File: src/lspm_pkg.sv
// Shared types and constants for the load-shedding power manager.
package lspm_pkg;

    localparam int MAX_SLOTS = 8;
    localparam int DEF_LOAD_SLOTS = 8;

    localparam logic [1:0] OP_VOLTAGE = 2'd0;
    localparam logic [1:0] OP_SOLAR   = 2'd1;
    localparam logic [1:0] OP_VELOCITY = 2'd2;
    localparam logic [1:0] OP_TICK    = 2'd3;

    localparam logic [1:0] MODE_NORMAL = 2'd0;
    localparam logic [1:0] MODE_LOW    = 2'd1;
    localparam logic [1:0] MODE_HIB    = 2'd2;
    localparam logic [1:0] MODE_EMERG  = 2'd3;

    localparam logic [2:0] REG_THRESH   = 3'd0;
    localparam logic [2:0] REG_HIB_SOL  = 3'd1;
    localparam logic [2:0] REG_LOW_BAL  = 3'd2;
    localparam logic [2:0] REG_NOMINAL  = 3'd3;
    localparam logic [2:0] REG_PRIO     = 3'd4;
    localparam logic [2:0] REG_ESSENT   = 3'd5;
    localparam logic [2:0] REG_SHED     = 3'd6;
    localparam logic [2:0] REG_MOTOR    = 3'd7;

    localparam logic [39:0] THRESH_RST  = 40'd429811814550;
    localparam logic [63:0] NOMINAL_RST = 64'd2890764590232700175;

    // controller to datapath commands
    typedef struct packed {
        logic       load;     // latch input item
        logic       sum_clr;  // clear accumulator, do non-tick op, start scan
        logic       sum_step; // add slot at scan index
        logic       sum_all;  // add every enabled slot, not only critical ones
        logic       decide;   // pick mode, apply rules
        logic       alloc_step;
        logic       alloc_init;
        logic       report;   // register result
        logic [2:0] slot;
        logic [1:0] prio;
    } lspm_cmd_t;

    typedef struct packed {
        logic is_tick;
    } lspm_stat_t;

endpackage

File: src/lspm_ctrl.sv
// Sequencer that walks the slots for sums and allocation.
module lspm_ctrl
    import lspm_pkg::*;
#(
    parameter int LOAD_SLOTS = DEF_LOAD_SLOTS
)
(
    input  logic       clk,
    input  logic       rst_n,
    input  logic       in_fire,
    input  logic       out_busy,
    input  lspm_stat_t stat,
    output logic       idle,
    output lspm_cmd_t  cmd
);
    localparam logic [2:0] S_IDLE  = 3'd0;
    localparam logic [2:0] S_LOAD  = 3'd1;
    localparam logic [2:0] S_SUM   = 3'd2;
    localparam logic [2:0] S_DEC   = 3'd3;
    localparam logic [2:0] S_ALLOC = 3'd4;
    localparam logic [2:0] S_CRIT  = 3'd5;
    localparam logic [2:0] S_OUT   = 3'd6;
    localparam logic [2:0] LAST = 3'(LOAD_SLOTS - 1);

    logic [2:0] state_reg, state_next;
    logic [2:0] slot_reg, slot_next;
    logic [1:0] prio_reg, prio_next;

    always_ff @(posedge clk or negedge rst_n)
    begin
        if (!rst_n)
        begin
            state_reg <= S_IDLE;
            slot_reg  <= '0;
            prio_reg  <= '0;
        end
        else
        begin
            state_reg <= state_next;
            slot_reg  <= slot_next;
            prio_reg  <= prio_next;
        end
    end

    always_comb
    begin
        state_next = state_reg;
        slot_next  = slot_reg;
        prio_next  = prio_reg;
        cmd = '0;
        cmd.slot = slot_reg;
        cmd.prio = prio_reg;
        idle = (state_reg == S_IDLE);
        unique case (state_reg)
            S_IDLE:
            begin
                if (in_fire)
                begin
                    cmd.load = 1'b1;
                    state_next = S_LOAD;
                end
            end
            S_LOAD:
            begin
                cmd.sum_clr = 1'b1;
                slot_next = '0;
                prio_next = '0;
                state_next = stat.is_tick ? S_SUM : S_CRIT;
            end
            S_SUM:
            begin
                cmd.sum_step = 1'b1;
                cmd.sum_all = 1'b1;
                slot_next = slot_reg + 3'd1;
                if (slot_reg == LAST)
                begin
                    slot_next = '0;
                    state_next = S_DEC;
                end
            end
            S_DEC:
            begin
                cmd.decide = 1'b1;
                state_next = S_ALLOC;
            end
            S_ALLOC:
            begin
                cmd.alloc_step = 1'b1;
                cmd.alloc_init = (slot_reg == '0) && (prio_reg == '0);
                slot_next = slot_reg + 3'd1;
                if (slot_reg == LAST)
                begin
                    slot_next = '0;
                    prio_next = prio_reg + 2'd1;
                    if (prio_reg == 2'd3)
                    begin
                        state_next = S_CRIT;
                        cmd.sum_clr = 1'b1;
                    end
                end
            end
            S_CRIT:
            begin
                cmd.sum_step = 1'b1;
                slot_next = slot_reg + 3'd1;
                if (slot_reg == LAST)
                begin
                    slot_next = '0;
                    state_next = S_OUT;
                end
            end
            S_OUT:
            begin
                if (!out_busy)
                begin
                    cmd.report = 1'b1;
                    state_next = S_IDLE;
                end
            end
            default: state_next = S_IDLE;
        endcase
    end
endmodule

File: config.mk
export PLATFORM = sky130hd
export DESIGN_NAME = lspm_ctrl
export DESIGN_NICKNAME = d
export VERILOG_FILES = /design/src/lspm_pkg.sv /design/src/lspm_ctrl.sv
export SDC_FILE = /design/constraint.sdc
export NUM_CORES = 1
export LEC_CHECK = 0
export ABC_CLOCK_PERIOD_IN_PS = 2100
export BUFFER_PORTS_ARGS = -buffer_cell sky130_fd_sc_hd__buf_2
export CAP_MARGIN = 25
export CORE_AREA = 2 2 39 41
export CTS_BUF_LIST = sky130_fd_sc_hd__clkbuf_4
export DETAILED_ROUTE_END_ITERATION = 6
export DIE_AREA = 0 0 41 43
export GPL_TIMING_DRIVEN = 1
export PLACE_DENSITY = 0.82
export SKIP_CTS_REPAIR_TIMING = 1
export SYNTH_ARGS = -nofsm -noshare
export SYNTH_HDL_FRONTEND = slang
export SYNTH_SLANG_ARGS = --single-unit
export TNS_END_PERCENT = 100
File: constraint.sdc
create_clock -name clk -period 2.1 [get_ports clk]
set_input_delay 0.42 -clock clk [delete_from_list [all_inputs] [get_ports clk]]
set_output_delay 0.42 -clock clk [all_outputs]
set_load 0.05 [all_outputs]
# After elaboration in Yosys (flattened, before gate mapping)
# Index checks and enable logic that the tools add are counted.
[totals] output_inout_bits=14 wordCells=52 regBits=8 inputBits=5
[classes] n_eq_ne=14 n_mux=23 n_reduce_logical=10 addsub=2
[op_table] operator="two-way mux 3 bit" n=8
[op_table] operator="case mux 3 bit (7 select lines)" n=1
[op_table] operator="equality test 3 bit, second input constant" n=4
[op_table] operator="!= test 2 bit, second input constant" n=6
[op_table] operator="two-way mux 1 bit" n=9
[op_table] operator="equality test 3 x 2 -> 1 bit, second input constant" n=2
[op_table] operator="zero test 3 bit" n=2
[op_table] operator="case mux 3 bit (2 select lines)" n=1
[op_table] operator="AND reduction 6 bit" n=1
[op_table] operator="two-way mux 2 bit" n=2
[op_table] operator="case mux 2 bit (2 select lines)" n=1
[op_table] operator="nonzero test 2 bit" n=2
[op_table] operator="adder 3 x 1 -> 3 bit, second input constant" n=1
[op_table] operator="equality test 3 x 1 -> 1 bit, second input constant" n=1
[op_table] operator="OR reduction 3 bit" n=1
[op_table] operator="adder 2 x 1 -> 2 bit, second input constant" n=1
[op_table] operator="equality test 2 bit, second input constant" n=1
[op_table] operator="zero test 2 bit" n=1
[op_table] operator="case mux 1 bit (2 select lines)" n=1
[op_table] operator="AND reduction 2 bit" n=1
[op_table] operator="OR reduction 2 bit" n=1
[op_table] operator="logical AND 1 bit" n=1

# Logic depth before layout (Yosys ltp)
# Gate-level depths: netlist (run 1).
[depth] ltp_word=4 ltp_mapped=5 depth_no_buf=5

# Worst setup path before layout (run 1)
# OpenSTA, ideal clock, no wires.
[synth_timing] path_kind="register -> output" start="register prio_reg[0]" end="output cmd[6] in the netlist's numbering" required_ns=1.680 arrival_ns=2.366 n_path_buf=0 path_stages_with_launch=5 setup_slack_ns=-0.686 path_cell_list="dfrtp_1 inv_1 ha_1 nand2_1 nor4_1"
[synth_lines] element="start: declaration" line_no="lspm_ctrl.sv:27" text="logic [1:0] prio_reg, prio_next;"
[synth_lines] element="start signal: assignment" line_no="lspm_ctrl.sv:41" text="prio_reg <= prio_next;"
[synth_lines] element="end: declaration" line_no="lspm_ctrl.sv:14" text="output lspm_cmd_t cmd"

==> reports/qor.yml, run 1 <==
status: "finished clean"
synthCells: 69
hp-class: "input port to flip-flop"
skew_ns: 0.00136
setup_violations: 0
worstSkewPairLatency_ns: 0.26
grt_pass1_vias: 561
required_ns: 1.68
port_buffers: 18
ys_seq_area_frac: 0.304
n_antenna_cell: 0
min_period_ns: 2.01
die_h_um: 43
dp_slack_ns: 0.138
rsz0062_at_grt: "false"
synth-xor-area-share: 0.0247
worst_pin_slew_ns: 0.416
crit_fanout: 4
start_util: 0.476
fin_area_um2: 851
synth-main-ff-cell: "dfrtp_1"
synth_edf_count: 0
synthMuxAreaShare: 0.0323
clockBufferDepth: 2
row_count: 14
track_usage: 0.202
synth_fa_ha_area_frac: 0.114
critical_path_class: "flip-flop to output pin"
drive_gt1_frac: 0.435
synth_area_um2: 659
grt_remaining_overflow: 0
placedInstanceArea_um2: 785
routed-via-count: 610
highest_layer: "met4"
clock_sinks: 8
dp_hpwl_mm: 1.13
ant_nets: 0
viasPerCell: 5.65
dieArea_um2: 1760
finalHoldViolCount: 0
critPathCaptureType: "output pin"
power_density_nw_per_um2: 1710
drtIter0Drc: 8
grt_pass1_wl_mm: 2.33
leakagePower_nw: 0.431
synth_top_area_share: 0.304
syn_avg_cell_area_um2: 9.56
dr.pass1.iters: 4
drc_errors: 0
cts_root_buffer: "clkbuf_4"
fin_nets: 105
arrival_ns: 1.59
tritoncts: "built"
ys.warnings.count: 0
synth_top_cell_by_area: "dfrtp_1"
peakVddDrop_v: 0.000749
fmax_mhz: 498
die_w_um: 41
cts_max_level: 1
ys_async_sr_fraction: 1.00
synth_compound_area_frac: 0.216
wl_met2_um: 702
m1WireLength_um: 683
yosys.area_share.simple: 0.226
fillers: 120
total_power_mw: 1.45
setup-tns-final_ns: 0
slew_violations: 0
synth_cell_types: 34
place_congestion: 0.842
drt_wl_total_mm: 1.50
min_period_over_period: 0.955
synth_top_family_by_area: "simple AND/OR/NAND/NOR gates"
num_io_pins: 19
cts_buffers: 3
fp.coreArea_um2: 1380
cap_violations: 0
slew_headroom: 0.723
post_drt_wl_per_cell_um: 13.9
synth_seq_cells: 8
syn_to_final_growth_pct: 29.0
timing.final.ws_setup_ns: 0.0936
synthTopCellsByArea: "dfrtp_1 (30%), ha_1 (11%), a32oi_1 (4.0%)"
path_clk_slew_ns: 0.06
antenna_found_initial: 0
final_util: 0.615
met3_length_um: 83
critPathLaunchType: "flip-flop"
syn-num-nets: 80
grt_max_degree: 14
cell usage in the layout (no fill, tap or decap), types with 2 or more instances in the layout:
cell type  synthesis  layout
buf_2              0      17
and2b_1            2       2
nor2_1             4       2
a21oi_1            2       2
o21ai_0            2       2
o22ai_1            3       3
dfrtp_1            8       7
buf_4              1       4
ha_1               6       4
a32oi_1            3       3
nor2b_1            4       3
nor2_2             1       2
o21ai_1            2       2
ha_2               0       2
and2_1             2       2
a22o_1             2       2
clkbuf_4           0       3
a21o_1             2       2
inv_1              5       5
critical path, cell delays in order, from the launching register on:
cell,delay [ns]
dfrtp_1,0.40
ha_2,0.21
ha_2,0.20
nor2b_4,0.14
a31oi_2,0.19
nor2_4,0.04
buf_6,0.16
final timing paths:
kind                                         start                        to  slack (ns)  depth (start not counted)
setup / recovery           slot_reg[0]$_DFFE_PN0P_                   cmd[11]        0.09                          6
hold / removal                            out_busy  state_reg[1]$_DFFE_PN0P_        0.44                          3
setup reg to reg           slot_reg[0]$_DFFE_PN0P_   slot_reg[2]$_DFFE_PN0P_        0.52                          5
hold reg to reg            slot_reg[1]$_DFFE_PN0P_   slot_reg[1]$_DFFE_PN0P_        0.57                          1
max in group asynchronous                    rst_n  state_reg[2]$_DFFE_PN0P_        1.38                          2
min in group asynchronous                    rst_n   slot_reg[0]$_DFFE_PN0P_        0.53                          2
synthesized netlist by cell type (3+ instances only):
cell type / count
o22ai_1: 3
inv_1: 5
a32oi_1: 3
ha_1: 6
dfrtp_1: 8
nor2b_1: 4
nor2_1: 4
logic make-up (layout without fill, tap and decap cells):
| group | Yosys count | after routing |
|---|---|---|
| DFF | 8 | 8 |
| muxes | 2 | 2 |
| xor gates and xnor gates | 1 | 1 |
| buffers and inverters | 9 | 32 |
| AOI/OAI and AO/OA | 20 | 20 |
| adders and majority gates | 6 | 6 |
| and+or+nand+nor | 23 | 23 |
final cells by class:
class	count	area, um2	share of cell area
Timing Repair Buffer	23	136	0.160
Sequential cell	8	201	0.237
Inverter	6	25.0	0.0294
Clock buffer	3	22.5	0.0265
Multi-Input combinational cell	52	445	0.524
Tap cell	16	20.0	0.0235
power breakdown:
part / switching, mW / internal, mW
registers: 0.115 / 0.214
logic: 0.653 / 0.347
clock network: 0.0571 / 0.0657
total: 0.825 / 0.626
through the flow:
stage	hold WS (ns)	std cells
global route	0.454	108
detailed placement	0.275	103
floorplan	0.124	69
finish	0.436	108
CTS	-0.00815	106
global placement	0.276	103
routing by layer:
metal / global-route usage / up-vias
li1: - / 295
met1: 0.239 / 287
met2: 0.306 / 23
met3: 0.0576 / 5
met4: 0.120 / 0
met5: 0 / -
Note: power is estimated with default switching activity, not from simulation.
==> run 2: changes to the inputs <==
--- a/config.mk
+++ b/config.mk
@@ -13,7 +13,9 @@
 export DETAILED_ROUTE_END_ITERATION = 6
 export DIE_AREA = 0 0 41 43
 export GPL_TIMING_DRIVEN = 1
+export MAX_ROUTING_LAYER = met4
 export PLACE_DENSITY = 0.82
+export RECOVER_POWER = 25
 export SKIP_CTS_REPAIR_TIMING = 1
 export SYNTH_ARGS = -nofsm -noshare
 export SYNTH_HDL_FRONTEND = slang
==> reports/qor.yml, run 2 (synthesis results as in run 1) <==
top_usage_layer: "met2"  # unchanged
cts_max_level: 1  # unchanged
crit_fanout: 4  # unchanged
drc_errors: 0  # unchanged
min_path_cells: 3  # unchanged
required_ns: 1.68  # about the same
dr.pass1.iters: 4  # unchanged
switching_share: 0.569  # about the same
row_count: 14  # unchanged
worst_pin_slew_ns: 0.468  # was 0.416 ns
drive_gt1_frac: 0.424  # was 0.435
die_h_um: 43  # unchanged
setup_violations: 0  # unchanged
critical_path_class: "flip-flop to output pin"  # unchanged
num_io_pins: 19  # unchanged
crit_buf_inv: 1  # unchanged
met2_usage: 0.306  # unchanged
final_cells: 108  # unchanged
clockBufferDepth: 2  # unchanged
rr_endpoint: "slot_reg[2]$_DFFE_PN0P_"  # unchanged
path_clk_slew_ns: 0.06  # about the same
leakagePower_nw: 0.428  # was 0.431 nW
p_switching_uw: 825  # about the same
seq_area_um2: 201  # unchanged
critPathTopFamily: "adder cells"  # unchanged
start_util: 0.476  # unchanged
grt_pass1_vias: 561  # unchanged
dieArea_um2: 1760  # unchanged
clkPwrFrac: 0.085  # about the same
die_w_um: 41  # unchanged
status: "finished clean"  # unchanged
min-delay-start: "out_busy"  # unchanged
slew_violations: 0  # unchanged
ant_nets: 0  # unchanged
place_congestion: 0.855  # was 0.842
rsz0062_at_grt: "false"  # unchanged
final_common_cell: "buf_2"  # unchanged
cts_root_buffer: "clkbuf_4"  # unchanged
cts_buffers: 3  # unchanged
placedInstanceArea_um2: 785  # unchanged
setup-tns-final_ns: 0  # unchanged
min_to: "state_reg[1]$_DFFE_PN0P_"  # unchanged
drtIter0Drc: 8  # unchanged
numPlacedInstances: 103  # unchanged
r2r_slack_ns: 0.52  # about the same
critPathCaptureType: "output pin"  # unchanged
path_cells: "ha_2, ha_2, nor2b_4, a31oi_2, nor2_4, buf_6"  # unchanged
fmax_mhz: 498  # unchanged
routed-via-count: 610  # unchanged
fillers: 121  # was 120
min_period_ns: 2.01  # unchanged
hp-class: "input port to flip-flop"  # unchanged
skew_ns: 0.00136  # unchanged
grt_remaining_overflow: 0  # unchanged
ff2ff_path_depth: 5  # unchanged
p_int_uw: 626  # about the same
track_usage: 0.207  # was 0.202
peakVddDrop_v: 0.000749  # about the same
final_cell_mix: "buf_2 (16), dfrtp_1 (7), inv_1 (5), ha_1 (4), buf_4 (4)"  # was buf_2 (17), dfrtp_1 (7), inv_1 (5), ha_1 (4), buf_4 (4)
grt_pass1_wl_mm: 2.33  # unchanged
cpMostUsedCell: "ha_2"  # unchanged
finalHoldViolCount: 0  # unchanged
slowest_stage: "dfrtp_1"  # unchanged
critPathLaunchType: "flip-flop"  # unchanged
drt_wl_total_mm: 1.50  # unchanged
post_drt_wl_per_cell_um: 13.9  # unchanged
power_density_nw_per_um2: 1710  # about the same
dp_slack_ns: 0.138  # unchanged
worstSkewPairLatency_ns: 0.26  # about the same
grt_max_degree: 14  # unchanged
syn_to_final_growth_pct: 28.8  # was 29.0%
grtUsageMet3: 0.0576  # unchanged
port_buffers: 18  # unchanged
clock_sinks: 8  # unchanged
fin_area_um2: 850  # was 851 um2
viasPerCell: 5.65  # unchanged
multi_input_area_um2: 445  # unchanged
r2r_start: "slot_reg[0]$_DFFE_PN0P_"  # unchanged
finalHoldWorstSlack_ns: 0.436  # unchanged
timing.final.ws_setup_ns: 0.0936  # unchanged
global_route.usage.met1: 0.239  # unchanged
n_antenna_cell: 0  # unchanged
p_seq_frac: 0.226  # about the same
p_comb_frac: 0.689  # about the same
antenna_found_initial: 0  # unchanged
slew_headroom: 0.688  # was 0.723
min_period_over_period: 0.955  # unchanged
fp.coreArea_um2: 1380  # unchanged
tritoncts: "built"  # unchanged
dp_hpwl_mm: 1.13  # unchanged
cap_violations: 0  # unchanged
critPathMaxStageDelay_ns: 0.40  # about the same
arrival_ns: 1.59  # about the same
fin_nets: 105  # unchanged
==> run 2: how the worst max path moves through the flow <==
stage / startpoint / endpoint / slack [ns] / depth (start not counted)
final: slot_reg[0]$_DFFE_PN0P_ / cmd[11] / 0.09 / 6
after global routing: state_reg[0]$_DFFE_PN0P_ / cmd[12] / 0.003 / 4
after CTS: slot_reg[0]$_DFFE_PN0P_ / cmd[11] / -0.17 / 6
after detailed placement: slot_reg[0]$_DFFE_PN0P_ / cmd[11] / 0.14 / 6
after global placement: slot_reg[0]$_DFFE_PN0P_ / cmd[11] / 0.17 / 6
after floorplan: prio_reg[0]$_DFFE_PN0P_ / cmd[6] / -0.10 / 4
==> run 2: cell type report <==
| type | instances | share of cell area |
|---|---|---|
| clock buffer | 3 | 0.0265 |
| tap | 16 | 0.0236 |
| inverter | 6 | 0.0295 |
| timing repair buffer | 23 | 0.159 |
| multi-input combinational | 52 | 0.524 |
| sequential | 8 | 0.237 |
==> run 2: routing by layer <==
| metal | share of wire | vias up |
|---|---|---|
| met5 | 0 | - |
| met4 | 0.022 | 0 |
| li1 | - | 295 |
| met2 | 0.47 | 23 |
| met3 | 0.055 | 5 |
| met1 | 0.45 | 287 |
==> run 2: metrics by stage <==
step	utilization	total power, mW
finish	0.614	1.45
floorplan	-	1.10
detailed placement	0.567	1.28
CTS	0.583	1.42
global placement	0.567	1.26
global route	0.614	1.56
==> run 2: power by group through the flow <==
stage | combinational, mW | clock [mW] | sequential, mW
CTS | 0.970 | 0.128 | 0.320
detailed placement | 0.960 | 0 | 0.323
finish | 1.00 | 0.123 | 0.328
floorplan | 0.714 | 0 | 0.386
global placement | 0.939 | 0 | 0.318
global route | 1.08 | 0.137 | 0.343
==> run 2: worst register-to-register path: stages (launching register included) <==
cell and delay (ns):
dfrtp_1 0.40, ha_2 0.21, ha_1 0.30, mux2_1 0.31
a32oi_1 0.16, o21ai_1 0.08
==> run 3: changes to the inputs <==
--- a/config.mk
+++ b/config.mk
@@ -5,8 +5,9 @@
 export SDC_FILE = /design/constraint.sdc
 export NUM_CORES = 1
 export LEC_CHECK = 0
+export ABC_AREA = 1
 export ABC_CLOCK_PERIOD_IN_PS = 2100
-export BUFFER_PORTS_ARGS = -buffer_cell sky130_fd_sc_hd__buf_2
+export BUFFER_PORTS_ARGS = -buffer_cell sky130_fd_sc_hd__clkbuf_2
 export CAP_MARGIN = 25
 export CORE_AREA = 2 2 39 41
 export CTS_BUF_LIST = sky130_fd_sc_hd__clkbuf_4
@@ -14,7 +15,7 @@
 export DIE_AREA = 0 0 41 43
 export GPL_TIMING_DRIVEN = 1
 export MAX_ROUTING_LAYER = met4
-export PLACE_DENSITY = 0.82
+export PLACE_DENSITY = 0.81
 export RECOVER_POWER = 25
 export SKIP_CTS_REPAIR_TIMING = 1
 export SYNTH_ARGS = -nofsm -noshare
==> reports/qor.yml, run 3 <==
status: "finished clean"  # unchanged
met3_length_um: 69  # was 83 um
fmax_mhz: 505  # was 498 MHz
place_congestion: 0.840  # was 0.855
synth_top_area_share: 0.309  # was 0.304
synthCells: 91  # was 69
cts_root_buffer: "clkbuf_4"  # unchanged
cap_violations: 0  # unchanged
routed-via-count: 640  # was 610
cts_max_level: 1  # unchanged
highest_layer: "met4"  # unchanged
die_w_um: 41  # unchanged
dieArea_um2: 1760  # unchanged
worst_pin_slew_ns: 0.466  # was 0.468 ns
slew_headroom: 0.689  # was 0.688
grt_max_degree: 10  # was 14
clock_sinks: 8  # unchanged
num_io_pins: 19  # unchanged
synth-main-ff-cell: "dfrtp_1"  # unchanged
wl_met2_um: 711  # was 702 um
fp.coreArea_um2: 1380  # unchanged
post_drt_wl_per_cell_um: 11.2  # was 13.9 um
critPathCaptureType: "output pin"  # unchanged
die_h_um: 43  # unchanged
ant_nets: 0  # unchanged
syn-num-nets: 102  # was 80
dp_hpwl_mm: 1.19  # was 1.13 mm
multi_input_area_um2: 375  # was 445 um2
grt_pass1_vias: 600  # was 561
r2r_slack_ns: 0.59  # was 0.52 ns
drc_errors: 0  # unchanged
synth_seq_cells: 8  # unchanged
worstSkewPairLatency_ns: 0.26  # about the same
rsz0062_at_grt: "false"  # unchanged
n_antenna_cell: 0  # unchanged
grt_pass1_wl_mm: 2.30  # was 2.33 mm
cts_buffers: 3  # unchanged
start_util: 0.468  # was 0.476
drt_wl_total_mm: 1.41  # was 1.50 mm
synthTopCellsByArea: "dfrtp_1 (31%), ha_1 (12%), nand2_1 (10%)"  # was dfrtp_1 (30%), ha_1 (11%), a32oi_1 (4.0%)
min_period_ns: 1.98  # was 2.01 ns
slew_violations: 0  # unchanged
grt_remaining_overflow: 0  # unchanged
synth_top_cell_by_area: "dfrtp_1"  # unchanged
port_buffers: 18  # unchanged
ys_seq_area_frac: 0.309  # was 0.304
critical_path_class: "flip-flop to output pin"  # unchanged
required_ns: 1.68  # about the same
final_cell_mix: "nand2_1 (18), inv_1 (16), clkbuf_2 (16), nand3_1 (10), dfrtp_1 (8)"  # was buf_2 (16), dfrtp_1 (7), inv_1 (5), ha_1 (4), buf_4 (4)
synth_area_um2: 648  # was 659 um2
row_count: 14  # unchanged
ys.warnings.count: 0  # unchanged
final_util: 0.562  # was 0.614
synth_common_cells: "nand2_1 (18), inv_1 (16), nand3_1 (10)"  # was dfrtp_1 (8), ha_1 (6), inv_1 (5)
drive_gt1_frac: 0.300  # was 0.424
synth.most_common_cell: "nand2_1"  # was dfrtp_1
setup_violations: 0  # unchanged
hp-class: "input port to asynchronous set/reset pin"  # was input port to flip-flop
dr.pass1.iters: 4  # unchanged
fillers: 132  # was 121
synth_edf_count: 0  # unchanged
synth_cell_types: 21  # was 34
drtIter0Drc: 6  # was 8
min_period_over_period: 0.942  # was 0.955
track_usage: 0.195  # was 0.207
m1WireLength_um: 608  # was 683 um
clockBufferDepth: 2  # unchanged
antenna_found_initial: 0  # unchanged
syn_avg_cell_area_um2: 7.12  # was 9.56 um2
setup-tns-final_ns: 0  # unchanged
skew_ns: 0.00442  # was 0.00136 ns
finalHoldViolCount: 0  # unchanged
final_common_cell: "nand2_1"  # was buf_2
arrival_ns: 1.56  # was 1.59 ns
seq_area_um2: 200  # was 201 um2
crit_fanout: 9  # was 4
tritoncts: "built"  # unchanged
fin_nets: 123  # was 105
path_clk_slew_ns: 0.06  # about the same
viasPerCell: 5.08  # was 5.65
ys_async_sr_fraction: 1.00  # unchanged
critPathLaunchType: "flip-flop"  # unchanged
syn_to_final_growth_pct: 20.1  # was 28.8%
[run 3: layer usage]
layer / vias to the layer above / global-route usage
met5: - / -
met4: 0 / 0.100
met3: 3 / 0.0157
met2: 21 / 0.325
met1: 291 / 0.217
li1: 325 / -
[run 3: final timing paths]
check,startpoint,endpoint,cells past startpoint
max,state_reg[1]$_DFFE_PN0P_,cmd[11],4
min,rst_n,slot_reg[2]$_DFFE_PN0P_,1
max reg2reg,slot_reg[0]$_DFFE_PN0P_,state_reg[0]$_DFFE_PN0P_,8
min reg2reg,slot_reg[1]$_DFFE_PN0P_,slot_reg[1]$_DFFE_PN0P_,2
max in group asynchronous,rst_n,state_reg[0]$_DFFE_PN0P_,1
min in group clk,stat,state_reg[1]$_DFFE_PN0P_,5
[run 3: layout make-up]
class	instances	share of cell area
Tap cell	16	0.0257
Inverter	19	0.0916
Clock buffer	3	0.0289
Timing Repair Buffer	18	0.114
Multi-Input combinational cell	62	0.482
Sequential cell	8	0.257
[run 3: metrics by stage]
step / instances / hold slack (ns) / worst slack, ns / cell area (um2)
global placement: 123 / 0.275 / 0.388 / 757
global route: 126 / 0.124 / 0.0170 / 778
finish: 126 / 0.0834 / 0.122 / 778
CTS: 126 / 0.00445 / 0.0897 / 779
floorplan: 91 / 0.124 / 0.0241 / 666
detailed placement: 123 / 0.282 / 0.361 / 757
[run 3: logic make-up after synthesis]
| group | after synthesis | share of synthesized area |
|---|---|---|
| and+or+nand+nor | 45 | 0.338 |
| buffers and inverters | 21 | 0.139 |
| AOI/OAI and AO/OA | 11 | 0.0985 |
| DFF | 8 | 0.309 |
| adders and majority gates | 6 | 0.116 |
[run 3: worst max-delay path, stage by stage (launching register included)]
cell and delay, ns:
dfrtp_1 0.49, nor2_2 0.21, nand2_2 0.14, o31ai_4 0.18, buf_2 0.29
Power of run 3 is left out: the tool's default activity adds up to more than one toggle a clock period on the data nets, which glitch-free logic cannot reach.
